[config.mk]
export PLATFORM = sky130hd
export DESIGN_NAME = longest_remaining_time_scheduler
export DESIGN_NICKNAME = d
export VERILOG_FILES = /design/src/rtl/core/lrt_pkg.sv /design/src/rtl/core/lrt_select.sv /design/src/rtl/core/longest_remaining_time_scheduler.sv
export SDC_FILE = /design/constraint.sdc
export NUM_CORES = 1
export LEC_CHECK = 0
export BUFFER_PORTS_ARGS = -buffer_cell sky130_fd_sc_hd__buf_2
export CORE_MARGIN = 5
export CORE_UTILIZATION = 53
export DETAILED_ROUTE_END_ITERATION = 10
export PLACE_DENSITY = 0.69
export SETUP_SLACK_MARGIN = 0.4
export SYNTH_ARGS = -nofsm -noshare
export SYNTH_HDL_FRONTEND = slang
export SYNTH_SLANG_ARGS = --single-unit
[constraint.sdc]
create_clock -name clock -period 6.6 [get_ports clock]
set_clock_uncertainty 0.05 [all_clocks]
set_input_delay 1.98 -clock clock [delete_from_list [all_inputs] [get_ports clock]]
set_output_delay 1.98 -clock clock [all_outputs]
set_load 0.05 [all_outputs]
[src/rtl/core/lrt_pkg.sv]
`timescale 1ns / 1ps
// ----------------------------------------------------------------------------
// Longest-remaining-time scheduler package
// Request codes, sequencer states and the control group of the selection unit.
// ----------------------------------------------------------------------------
package lrt_pkg;

   localparam logic [1:0] REQ_LOAD    = 2'd0;
   localparam logic [1:0] REQ_TICK    = 2'd1;
   localparam logic [1:0] REQ_RESTART = 2'd2;
   localparam logic [1:0] REQ_UNUSED  = 2'd3;

   typedef enum logic [2:0] {
      ST_IDLE,
      ST_SCAN,
      ST_UPDATE,
      ST_FINAL,
      ST_RESULT
   } state_type;

   typedef struct packed {
      logic clear;
      logic enable;
   } sel_ctrl_type;

endpackage

[src/rtl/core/lrt_select.sv]
`timescale 1ns / 1ps
// ----------------------------------------------------------------------------
// Selection unit
// One comparator that is fed one slot per cycle and keeps the best candidate.
// ----------------------------------------------------------------------------
module lrt_select import lrt_pkg::*; #(
   parameter int TIME_BITS = 16,
   parameter int IDX_W     = 4
) (
   input  logic                 clock,
   input  logic                 reset,
   input  sel_ctrl_type         ctrl,
   input  logic                 entry_valid,
   input  logic [IDX_W-1:0]     entry_idx,
   input  logic [TIME_BITS-1:0] entry_rem,
   input  logic [TIME_BITS-1:0] entry_arr,
   input  logic [TIME_BITS-1:0] entry_burst,
   input  logic [TIME_BITS-1:0] cur_tick,
   output logic                 best_found,
   output logic [IDX_W-1:0]     best_idx,
   output logic [TIME_BITS-1:0] best_rem,
   output logic [TIME_BITS-1:0] best_arr,
   output logic [TIME_BITS-1:0] best_burst
);

   logic                 found_ff;
   logic [IDX_W-1:0]     idx_ff;
   logic [TIME_BITS-1:0] rem_ff;
   logic [TIME_BITS-1:0] arr_ff;
   logic [TIME_BITS-1:0] burst_ff;
   logic                 take;

   // Strictly greater keeps the lowest index on a tie, as slots arrive in order.
   assign take = ctrl.enable && entry_valid && (entry_rem != '0) &&
                 (entry_arr <= cur_tick) && (!found_ff || (entry_rem > rem_ff));

   always_ff @(posedge clock) begin
      if (reset) begin
         found_ff <= 1'b0;
      end else if (ctrl.clear) begin
         found_ff <= 1'b0;
      end else if (take) begin
         found_ff <= 1'b1;
      end
   end

   always_ff @(posedge clock) begin
      if (take) begin
         idx_ff   <= entry_idx;
         rem_ff   <= entry_rem;
         arr_ff   <= entry_arr;
         burst_ff <= entry_burst;
      end
   end

   assign best_found = found_ff;
   assign best_idx   = idx_ff;
   assign best_rem   = rem_ff;
   assign best_arr   = arr_ff;
   assign best_burst = burst_ff;

endmodule

[src/rtl/core/longest_remaining_time_scheduler.sv]
`timescale 1ns / 1ps
// ----------------------------------------------------------------------------
// Longest-remaining-time-first scheduler
// Preemptive scheduler over a table of process slots held in one memory.
// ----------------------------------------------------------------------------
// A tick scans the slot table, reading one slot per cycle into one comparator, then passes
// through a write-back state and a result-forming state before it presents its result; load,
// restart and the unused code present theirs in the cycle after acceptance.
// Only one transaction is in flight: the block is ready again the cycle after the result is
// taken, and a stalled result holds off the next request.
// Reset clears the sequencer, time counter and slot valid bits; the memory is not cleared.
module longest_remaining_time_scheduler import lrt_pkg::*; #(
   parameter int NUM_SLOTS = 16,
   parameter int TIME_BITS = 16
) (
   input  logic        clock,
   input  logic        reset,
   input  logic        req_tvalid,
   output logic        req_tready,
   input  logic [39:0] req_tdata,  // slot_index, arrival_time, burst_time, zero pad
   input  logic [1:0]  req_tuser,  // req_type
   output logic        rsp_tvalid,
   input  logic        rsp_tready,
   output logic [39:0] rsp_tdata,  // chosen_slot, finished, turnaround, waiting, zero pad
   output logic [0:0]  rsp_tuser   // is_idle
);

   localparam int IDX_W  = $clog2(NUM_SLOTS);
   localparam int CNT_W  = $clog2(NUM_SLOTS + 1);
   localparam int WORD_W = 3 * TIME_BITS;
   localparam int WIDE_W = (TIME_BITS > 16) ? TIME_BITS : 16;
   localparam int TAT_W  = (TIME_BITS + 1 > 16) ? TIME_BITS + 1 : 16;
   localparam logic [TIME_BITS-1:0] TIME_MAX = '1;

   function automatic logic [TIME_BITS-1:0] clamp_time(input logic [15:0] v);
      logic [WIDE_W-1:0] w;
      w = WIDE_W'(v);
      if (w > WIDE_W'(TIME_MAX)) begin
         clamp_time = TIME_MAX;
      end else begin
         clamp_time = w[TIME_BITS-1:0];
      end
   endfunction

   // Request fields
   logic [3:0]  req_slot;
   logic [15:0] req_arrival;
   logic [15:0] req_burst;
   logic [1:0]  req_type;
   logic        req_fire;
   logic        slot_ok;

   assign req_slot    = req_tdata[3:0];
   assign req_arrival = req_tdata[19:4];
   assign req_burst   = req_tdata[35:20];
   assign req_type    = req_tuser;
   assign req_fire    = req_tvalid && req_tready;
   assign slot_ok     = 32'(req_slot) < 32'(NUM_SLOTS);

   // Sequencer and datapath registers
   state_type              state_ff, state_in;
   logic [CNT_W-1:0]       scan_cnt_ff, scan_cnt_in;
   logic [TIME_BITS-1:0]   tick_ff, tick_in;
   logic [NUM_SLOTS-1:0]   valid_ff, valid_in;
   logic                   cmp_en_ff;
   logic [IDX_W-1:0]       cmp_idx_ff;
   logic [TAT_W-1:0]       tat_ff, tat_in;
   logic                   fin_ff, fin_in;
   logic                   rsp_idle_ff, rsp_idle_in;
   logic [3:0]             rsp_slot_ff, rsp_slot_in;
   logic                   rsp_fin_ff, rsp_fin_in;
   logic [15:0]            rsp_tat_ff, rsp_tat_in;
   logic [15:0]            rsp_wait_ff, rsp_wait_in;

   // Slot memory: burst, arrival and remaining time in one word
   logic [WORD_W-1:0]      mem [NUM_SLOTS];
   logic [WORD_W-1:0]      rd_data_ff;
   logic                   rd_en;
   logic [IDX_W-1:0]       rd_addr;
   logic                   mem_we;
   logic [IDX_W-1:0]       mem_waddr;
   logic [WORD_W-1:0]      mem_wdata;

   sel_ctrl_type           sel_ctrl;
   logic                   best_found;
   logic [IDX_W-1:0]       best_idx;
   logic [TIME_BITS-1:0]   best_rem;
   logic [TIME_BITS-1:0]   best_arr;
   logic [TIME_BITS-1:0]   best_burst;

   logic [15:0]            tat_sat;
   logic [WIDE_W-1:0]      tat_wide;
   logic [WIDE_W-1:0]      burst_wide;
   logic [WIDE_W-1:0]      wait_diff;

   lrt_select #(
      .TIME_BITS (TIME_BITS),
      .IDX_W     (IDX_W)
   ) u_select (
      .clock       (clock),
      .reset       (reset),
      .ctrl        (sel_ctrl),
      .entry_valid (valid_ff[cmp_idx_ff]),
      .entry_idx   (cmp_idx_ff),
      .entry_rem   (rd_data_ff[TIME_BITS-1:0]),
      .entry_arr   (rd_data_ff[2*TIME_BITS-1:TIME_BITS]),
      .entry_burst (rd_data_ff[WORD_W-1:2*TIME_BITS]),
      .cur_tick    (tick_ff),
      .best_found  (best_found),
      .best_idx    (best_idx),
      .best_rem    (best_rem),
      .best_arr    (best_arr),
      .best_burst  (best_burst)
   );

   // Next state
   always_comb begin
      state_in = state_ff;
      unique case (state_ff)
         ST_IDLE: begin
            if (req_fire) begin
               state_in = (req_type == REQ_TICK) ? ST_SCAN : ST_RESULT;
            end
         end
         ST_SCAN: begin
            if (scan_cnt_ff == CNT_W'(NUM_SLOTS)) begin
               state_in = ST_UPDATE;
            end
         end
         ST_UPDATE: state_in = ST_FINAL;
         ST_FINAL:  state_in = ST_RESULT;
         ST_RESULT: begin
            if (rsp_tready) begin
               state_in = ST_IDLE;
            end
         end
         default: state_in = ST_IDLE;
      endcase
   end

   // Turnaround saturates at 16 bits; waiting floors at zero.
   assign tat_sat    = (tat_ff > TAT_W'(16'hFFFF)) ? 16'hFFFF : tat_ff[15:0];
   assign tat_wide   = WIDE_W'(tat_sat);
   assign burst_wide = WIDE_W'(best_burst);
   assign wait_diff  = tat_wide - burst_wide;

   // Outputs and datapath
   always_comb begin
      req_tready   = 1'b0;
      rsp_tvalid   = 1'b0;
      rd_en        = 1'b0;
      rd_addr      = scan_cnt_ff[IDX_W-1:0];
      mem_we       = 1'b0;
      mem_waddr    = IDX_W'(req_slot);
      mem_wdata    = {clamp_time(req_burst), clamp_time(req_arrival),
                      clamp_time(req_burst)};
      sel_ctrl     = '0;
      scan_cnt_in  = scan_cnt_ff;
      tick_in      = tick_ff;
      valid_in     = valid_ff;
      tat_in       = tat_ff;
      fin_in       = fin_ff;
      rsp_idle_in  = rsp_idle_ff;
      rsp_slot_in  = rsp_slot_ff;
      rsp_fin_in   = rsp_fin_ff;
      rsp_tat_in   = rsp_tat_ff;
      rsp_wait_in  = rsp_wait_ff;
      unique case (state_ff)
         ST_IDLE: begin
            req_tready = 1'b1;
            if (req_fire) begin
               rsp_idle_in = 1'b1;
               rsp_slot_in = '0;
               rsp_fin_in  = 1'b0;
               rsp_tat_in  = '0;
               rsp_wait_in = '0;
               case (req_type)
                  REQ_LOAD: begin
                     if (slot_ok) begin
                        mem_we                    = 1'b1;
                        valid_in[IDX_W'(req_slot)] = 1'b1;
                     end
                  end
                  REQ_TICK: begin
                     sel_ctrl.clear = 1'b1;
                     scan_cnt_in    = '0;
                  end
                  REQ_RESTART: begin
                     valid_in = '0;
                     tick_in  = '0;
                  end
                  default: ;
               endcase
            end
         end
         ST_SCAN: begin
            // Reads are registered, so the comparator sees each slot in the cycle after its read.
            sel_ctrl.enable = cmp_en_ff;
            if (scan_cnt_ff != CNT_W'(NUM_SLOTS)) begin
               rd_en       = 1'b1;
               scan_cnt_in = scan_cnt_ff + CNT_W'(1);
            end
         end
         ST_UPDATE: begin
            if (best_found) begin
               mem_we    = 1'b1;
               mem_waddr = best_idx;
               mem_wdata = {best_burst, best_arr, best_rem - TIME_BITS'(1)};
            end
            fin_in  = best_found && (best_rem == TIME_BITS'(1));
            tat_in  = TAT_W'(tick_ff) - TAT_W'(best_arr) + TAT_W'(1);
            tick_in = (tick_ff == TIME_MAX) ? tick_ff : tick_ff + TIME_BITS'(1);
         end
         ST_FINAL: begin
            rsp_idle_in = !best_found;
            rsp_slot_in = best_found ? 4'(best_idx) : 4'd0;
            rsp_fin_in  = fin_ff;
            rsp_tat_in  = fin_ff ? tat_sat : 16'd0;
            rsp_wait_in = (fin_ff && (tat_wide > burst_wide)) ? wait_diff[15:0] : 16'd0;
         end
         ST_RESULT: begin
            rsp_tvalid = 1'b1;
         end
         default: ;
      endcase
   end

   always_ff @(posedge clock) begin
      if (reset) begin
         state_ff  <= ST_IDLE;
         tick_ff   <= '0;
         valid_ff  <= '0;
         cmp_en_ff <= 1'b0;
      end else begin
         state_ff  <= state_in;
         tick_ff   <= tick_in;
         valid_ff  <= valid_in;
         cmp_en_ff <= rd_en;
      end
   end

   always_ff @(posedge clock) begin
      scan_cnt_ff <= scan_cnt_in;
      cmp_idx_ff  <= rd_addr;
      tat_ff      <= tat_in;
      fin_ff      <= fin_in;
      rsp_idle_ff <= rsp_idle_in;
      rsp_slot_ff <= rsp_slot_in;
      rsp_fin_ff  <= rsp_fin_in;
      rsp_tat_ff  <= rsp_tat_in;
      rsp_wait_ff <= rsp_wait_in;
   end

   always_ff @(posedge clock) begin
      if (mem_we) begin
         mem[mem_waddr] <= mem_wdata;
      end
      if (rd_en) begin
         rd_data_ff <= mem[rd_addr];
      end
   end

   assign rsp_tdata = {3'd0, rsp_wait_ff, rsp_tat_ff, rsp_fin_ff, rsp_slot_ff};
   assign rsp_tuser = rsp_idle_ff;

   // A held result blocks new requests.
   assert property (@(posedge clock) disable iff (reset)
      rsp_tvalid |-> !req_tready)
      else $error("request accepted while a result is pending");

   assert property (@(posedge clock) disable iff (reset)
      (state_ff == ST_SCAN) |-> (scan_cnt_ff <= CNT_W'(NUM_SLOTS)))
      else $error("scan counter beyond the slot table");

   assert property (@(posedge clock) disable iff (reset)
      (state_ff == ST_UPDATE && tick_ff == TIME_MAX) |=> (tick_ff == TIME_MAX))
      else $error("time counter wrapped instead of saturating");

   assert property (@(posedge clock) disable iff (reset)
      (rsp_tvalid && rsp_tuser[0]) |-> (rsp_slot_ff == 4'd0 && !rsp_fin_ff))
      else $error("idle result carries a slot or a completion");

   assert property (@(posedge clock) disable iff (reset)
      (rsp_tvalid && rsp_fin_ff) |-> (rsp_wait_ff <= rsp_tat_ff))
      else $error("waiting time exceeds turnaround");

endmodule

==> flow_metrics.py, run 1 <==
metrics = {
    "placed_design": {
        "dp_hpwl_um": 50190,
        "gp_congestion": 0.8967,
        "io_buffers": 81,
        "postPlaceCellArea_um2": 41190,
    },
    "cts": {
        "cts_root_buf": "clkbuf_16",
        "cts_max_level": 3,
        "clock_sinks": 970,
        "cts_repair_resize_count": 0,
        "path_clk_slew_ps": 60,
        "ctsHoldBuffers": 0,
        "cts_tree": "built",
        "clk_latency_ps": 650,
        "cts_buffer_depth": 3,
        "post-cts-setup-buffer-count": 0,
        "numCtsBuffers": 96,
    },
    "grt": {
        "grt_pass1_wl_um": 130700,
        "grt_pass1_vias": 20110,
        "grt_max_degree": 132,
        "grt_overflow_total": 0,
        "antenna_found_initial": 2,
        "track_usage": 0.2244,
    },
    "routing": {
        "ant_nets": 0,
        "dr.pass1.iters": 5,
        "vias": 19690,
        "drtIter0Drc": 1985,
        "avgViaCountPerCell": 6.125,
        "wire_per_inst_um": 27.53,
        "wirelength_um": 88480,
        "route.detailed.drc": 0,
    },
    "logic_synthesis": {
        "synth_area_um2": 39180,
        "ys_ff_latch": 970,
        "synth_common_cells": "edfxtp_1, mux4_2, nor2_1",
        "synthDominantCellAreaShare": 0.7119,
        "synth_area_leaders": "edfxtp_1, mux4_2, ha_1",
        "syn_inst": 2020,
        "ys_types": 63,
        "yosys.area.top_type": "edfxtp_1",
        "synth_most_common_cell": "edfxtp_1",
        "seq_area_frac_synth": 0.7329,
        "async_flop_share": 0,
        "ys.flop_type": "edfxtp_1",
        "synth_edf_count": 929,
        "yosysWarningCount": 0,
        "synth.avg_cell_area_um2": 19.40,
    },
    "die": {
        "die_h_um": 281.9,
        "die-width_um": 281.9,
        "num_rows": 99,
        "die_area_um2": 79470,
        "core_area_um2": 73080,
        "initial_utilization": 0.5362,
        "io_pins": 89,
    },
    "worst_setup_path": {
        "r2r_slack_ps": 2600,
        "r2r_end": "u_select.best_burst[7]$_DFFE_PP_",
        "cp.required_ps": 6850,
        "r2r.worst_path.cells": 9,
        "path_cells": "buf_2, nand2_1, or2_2, o32ai_1, nand2_1, nor2_4, buf_4",
        "cp_data_arrival_time_ps": 4550,
        "cp-endpoint": "mem[12][15]$_DFFE_PP_",
        "crit_top_cell": "nand2_1",
        "cp-end-kind": "flip-flop",
        "cpMaxStageDelayCell": "nor2_4",
        "worstSetupPathType": "primary input to flip-flop",
        "cp_max_fo": 18,
        "r2r_start": "tick_ff[13]$_SDFFE_PP0P_",
        "cpLargestDelayFamily": "simple AND/OR/NAND/NOR gates",
        "slowest_delay_ps": 810,
        "startpoint_type": "primary input",
        "timing.critical_path.depth": 7,
        "cp-startpoint": "req_tvalid",
        "path_buf_inv": 2,
    },
    "status": {
        "outcome": "finished clean",
    },
    "timing": {
        "max_slew_margin": 0.2201,
        "fmax_ghz": 0.2325,
        "worst-slew-pin-transition_ps": 1167,
        "fin_crit_sh": 0.6518,
        "setup_viol": 0,
        "rsz0062_at_grt": "no",
        "hold_violations": 0,
        "period_needed_ps": 4302,
        "finalMaxSlewViolations": 0,
        "final.setup.tns_ps": 0,
    },
    "layout": {
        "final_nets": 2315,
        "drive_gt1_frac": 0.2488,
        "fin_area_um2": 44130,
        "largest_register_ff_count": 768,
        "antenna_cells": 0,
        "top_regs": "mem x768, rd_data_ff x48, tat_ff x17",
        "area_delta_synth_final_pct": 12.63,
        "regMostFlops": "mem",
        "fill_cells": 5140,
    },
    "power_and_ir_drop": {
        "p_leak_nw": 14.56,
        "peakVddDrop_v": 0.0001878,
        "power.density_nw_per_um2": 298.8,
    },
    "flow_run": {
        "cap_viol_max_count": 0,
    },
    "hold_path": {
        "min_path_type": "flip-flop to flip-flop",
    },
}
-- final cells by class --
cell class | instances | area, µm² | area share
multi-input combinational | 887 | 9950 | 0.2255
tap | 959 | 1200 | 0.02719
clock buffer | 114 | 2491 | 0.05645
sequential | 970 | 28720 | 0.6507
clock inverter | 56 | 450.4 | 0.01021
timing repair buffer | 145 | 1011 | 0.02291
inverter | 83 | 311.5 | 0.007060
-- worst min-delay path by stage --
stage	startpoint	end	depth (start not counted)
3_3_place_gp	rd_data_ff[43]$_DFFE_PP_	u_select.best_burst[11]$_DFFE_PP_	0
2_1_floorplan	scan_cnt_ff[2]$_SDFFCE_PP0P_	cmp_idx_ff[2]$_DFF_P_	0
3_5_place_dp	rd_data_ff[47]$_DFFE_PP_	u_select.best_burst[15]$_DFFE_PP_	0
4_1_cts	rd_data_ff[34]$_DFFE_PP_	u_select.best_burst[2]$_DFFE_PP_	0
6_report	rd_data_ff[34]$_DFFE_PP_	u_select.best_burst[2]$_DFFE_PP_	0
5_1_grt	rd_data_ff[47]$_DFFE_PP_	u_select.best_burst[15]$_DFFE_PP_	0
-- logic make-up after synthesis --
| group | synth area share |
|---|---|
| adder cells (fa/ha/maj) | 0.02784 |
| AND/OR/NAND/NOR | 0.04011 |
| other | 0.00009570 |
| multiplexers | 0.1413 |
| flip-flops | 0.7329 |
| AO/OA/AOI/OAI | 0.02842 |
| XOR/XNOR | 0.01229 |
| buffers and inverters | 0.01702 |
-- per-stage QoR --
step,setup slack [ps],power (mW),std cells,hold WS (ps),utilization
final,2298,13.19,3214,363.8,0.6039
after floorplan,581.4,7.848,2022,296.2,-
after global routing,2230,13.62,3214,372.9,0.6039
after CTS,2343,13.28,3214,362.7,0.6039
after global placement,1695,8.124,3044,351.9,0.5636
after detailed placement,1669,8.148,3044,354.5,0.5636
-- metal layers --
| metal | wire, µm | global-route usage | up-vias |
|---|---|---|---|
| li1 | - | - | 8480 |
| met1 | 35400 | 0.3131 | 10240 |
| met2 | 43640 | 0.3691 | 823 |
| met3 | 6915 | 0.04008 | 145 |
| met4 | 2525 | 0.06892 | 2 |
| met5 | 7 | 0 | - |
-- cells in the final DEF, fill, tap and decap left out, types with 14 or more instances in the layout --
| master | count |
|---|---|
| nor2b_1 | 23 |
| mux4_2 | 245 |
| o21ai_0 | 50 |
| a21o_1 | 17 |
| clkbuf_1 | 17 |
| inv_1 | 83 |
| dfxtp_1 | 41 |
| ha_1 | 84 |
| buf_2 | 81 |
| xnor2_1 | 44 |
| nand3_1 | 22 |
| nor2_1 | 81 |
| clkinv_1 | 25 |
| nand2_1 | 60 |
| or2_2 | 16 |
| a21oi_1 | 48 |
| nor2_4 | 17 |
| buf_4 | 54 |
| clkbuf_16 | 97 |
| o21ai_1 | 14 |
| nor3_1 | 21 |
| clkinv_2 | 17 |
| edfxtp_1 | 929 |
-- report_power, final --
| part | total, mW | internal [mW] | switching (mW) |
|---|---|---|---|
| Clock | 5.17 | 2.92 | 2.25 |
| Combinational | 1.07 | 0.438 | 0.632 |
| Sequential | 6.94 | 6.88 | 0.0600 |
-- worst register-to-register path, cell delays in order (launching register included) --
cell	delay (ps)
dfxtp_1	380
inv_1	100
ha_1	310
a21o_1	180
a21o_1	170
a221oi_1	350
o211ai_1	170
a21oi_1	360
a21boi_4	980
buf_4	570
Power figures use the tool's default switching activity.
==> inputs of run 2 (changes only) <==
Settings changed: ABC_AREA set to 1.
Clock period 6.6 ns to 4 ns, I/O delays scaled along.
==> run 2 against run 1 <==
Cell count rose by 39%; non-clock buffer count rose by 31; critical path depth rose by 1; sequential cell count did not move; global-route usage rose by 2.1 points; wire length rose by 16%; setup slack got worse by 1300 ps; sequential share of layout area fell by 1.9 points; final area rose by 3.0%; synthesized area rose by 3.2%; largest power group unchanged.
==> flow_metrics.py, run 2 <==
metrics = {
    "cts": {
        "cts_root_buf": "clkbuf_16",
        "cts_repair_resize_count": 0,
        "clk_latency_ps": 660,
        "clock_sinks": 970,
        "cts_buffer_depth": 3,
        "path_clk_slew_ps": 60,
        "ctsHoldBuffers": 0,
        "numCtsBuffers": 95,
        "cts_max_level": 3,
        "cts_tree": "built",
        "post-cts-setup-buffer-count": 0,
    },
    "logic_synthesis": {
        "synth_area_leaders": "edfxtp_1, o21ai_0, nor2_1",
        "synthXorXnorAreaFrac": 0.004981,
        "synth-simple-area-share": 0.1100,
        "ys_types": 51,
        "synth.avg_cell_area_um2": 12.19,
        "syn_inst": 3318,
        "synth_area_um2": 40440,
        "synth_most_common_cell": "edfxtp_1",
        "yosysWarningCount": 0,
        "synthDominantCellAreaShare": 0.6898,
        "yosys.area.top_type": "edfxtp_1",
        "seq_area_frac_synth": 0.7101,
        "ys.flop_type": "edfxtp_1",
        "ys_ff_latch": 970,
        "muxShareOfSynthArea": 0,
        "synth_edf_count": 929,
        "synth-adder-area-share": 0.02698,
        "synth_top_family_by_area": "compound AO/OA/AOI/OAI gates",
        "async_flop_share": 0,
        "synth_common_cells": "edfxtp_1, nor2_1, o21ai_0",
        "synth_compound_area_frac": 0.1106,
    },
    "layout": {
        "final_common_cell": "edfxtp_1",
        "fill_cells": 5775,
        "top_regs": "mem x768, rd_data_ff x48, tat_ff x17",
        "regMostFlops": "mem",
        "largest_register_ff_count": 768,
        "multi_input_area_um2": 10380,
        "antenna_cells": 0,
        "most-common-layout-cells": "edfxtp_1, nor2_1, o21ai_0",
        "final_cells": 4469,
        "area_delta_synth_final_pct": 12.38,
        "fin_area_um2": 45450,
        "drive_gt1_frac": 0.1046,
        "seq_area_um2": 28720,
        "final_nets": 3548,
    },
    "grt": {
        "track_usage": 0.2459,
        "grt_max_degree": 196,
        "grt_overflow_total": 0,
        "antenna_found_initial": 0,
        "grt_pass1_vias": 26070,
        "grt_pass1_wl_um": 155000,
    },
    "worst_setup_path": {
        "path_cells": "buf_2, inv_1, nor2_2, nand2_2, o21ai_1, nand3b_1, nor2_4, buf_12",
        "cp.required_ps": 4310,
        "cp_data_arrival_time_ps": 3310,
        "r2r_start": "state_ff[2]$_SDFFE_PP0P_",
        "r2r.worst_path.cells": 10,
        "worstSetupPathType": "primary input to flip-flop",
        "r2r_slack_ps": 1030,
        "cp-end-kind": "flip-flop",
        "cp_max_fo": 12,
        "r2r_end": "mem[9][24]$_DFFE_PP_",
        "cpMaxStageDelayCell": "nor2_4",
        "startpoint_type": "primary input",
        "slowest_delay_ps": 580,
    },
    "die": {
        "die_area_um2": 81930,
        "die_h_um": 286.2,
        "io_pins": 89,
        "die-width_um": 286.2,
        "initial_utilization": 0.5333,
        "num_rows": 101,
        "core_area_um2": 75820,
    },
    "hold_path": {
        "min_path_type": "flip-flop to flip-flop",
        "hold_path_depth": 0,
        "min_to": "u_select.best_burst[12]$_DFFE_PP_",
        "hold_start": "rd_data_ff[44]$_DFFE_PP_",
    },
    "routing": {
        "vias": 27050,
        "wire_per_inst_um": 22.94,
        "dr.pass1.iters": 5,
        "ant_nets": 0,
        "route.detailed.drc": 0,
        "wirelength_um": 102500,
        "drtIter0Drc": 3012,
        "avgViaCountPerCell": 6.052,
    },
    "status": {
        "outcome": "finished clean",
    },
    "flow_run": {
        "cap_viol_max_count": 0,
    },
    "power_and_ir_drop": {
        "swShare": 0.2332,
        "power_frac_clock": 0.392,
        "p_leak_nw": 15.84,
        "power.density_nw_per_um2": 467.7,
        "p_comb_frac": 0.074,
        "power_switching_mw": 4.957,
        "peakVddDrop_v": 0.0003294,
        "power.share.sequential": 0.534,
        "internal-power_mw": 16.30,
    },
    "timing": {
        "worst-slew-pin-transition_ps": 1091,
        "period_needed_ps": 2998,
        "finalMaxSlewViolations": 0,
        "setup_viol": 0,
        "max_slew_margin": 0.2702,
        "layout_setup_ws_ps": 1002,
        "rsz0062_at_grt": "no",
        "fmax_ghz": 0.3336,
        "fin_crit_sh": 0.7495,
        "hold_violations": 0,
    },
    "placed_design": {
        "dp_hpwl_um": 59170,
        "gp_congestion": 0.9893,
        "postPlaceCellArea_um2": 42560,
        "io_buffers": 81,
        "dp_cells": 4297,
        "dp_slack_ps": 422.4,
    },
}
run 2: power by group through the flow:
stage | logic, mW | clock network (mW) | registers (mW)
floorplan | 0.922 | 0 | 11.7
global route | 1.72 | 8.90 | 11.3
finish | 1.58 | 8.34 | 11.3
global placement | 1.51 | 0 | 11.6
CTS | 1.57 | 8.47 | 11.3
detailed placement | 1.56 | 0 | 11.6
run 2: how the worst max path moves through the flow:
stage | startpoint | to | slack, ps | depth (start not counted)
3_5_place_dp | req_tvalid | mem[4][0]$_DFFE_PP_ | 420 | 8
4_1_cts | u_select.best_rem[6]$_DFFE_PP_ | mem[8][13]$_DFFE_PP_ | 880 | 5
5_1_grt | u_select.best_rem[0]$_DFFE_PP_ | mem[11][12]$_DFFE_PP_ | 770 | 8
6_report | req_tvalid | mem[4][6]$_DFFE_PP_ | 1000 | 8
2_1_floorplan | req_tvalid | mem[10][0]$_DFFE_PP_ | -380 | 6
3_3_place_gp | req_tvalid | mem[4][36]$_DFFE_PP_ | 520 | 8
run 2: per-stage QoR:
step           power, mW  hold WS, ps    util  TNS [ps]
2_1_floorplan      12.60        321.1       -   -241460
3_3_place_gp       13.06        350.9  0.5613         0
3_5_place_dp       13.12        358.8  0.5613         0
4_1_cts            21.38        360.7  0.5994         0
5_1_grt            21.96        355.6  0.5994         0
6_report           21.26        361.1  0.5994         0
run 2: kinds of logic after synthesis:
family                     Yosys count
and+or+nand+nor                   1086
DFF                                970
AOI/OAI and AO/OA                  785
buffers and inverters              367
adders and majority gates           86
xor gates and xnor gates            23
other                                1
run 2: cell type report:
type | count | share of cell area
Sequential cell | 970 | 0.6319
Multi-Input combinational cell | 1983 | 0.2283
Clock buffer | 116 | 0.05451
Timing Repair Buffer | 176 | 0.03342
Tap cell | 978 | 0.02693
Inverter | 190 | 0.01597
Clock inverter | 56 | 0.009003
run 2: routing by layer:
metal,wire [µm],vias to the layer above,part of all wire,global-route usage
li1,-,12220,-,-
met1,41360,13320,0.40,0.3467
met2,48540,1314,0.47,0.3979
met3,9070,193,0.088,0.03328
met4,3541,0,0.035,0.08823
met5,0,-,0,0
run 2: worst max-delay path: cells and delay by family:
kind            cells  cell delay, ps
simple gates        4            1270
buf+inv             3             440
compound gates      1             380
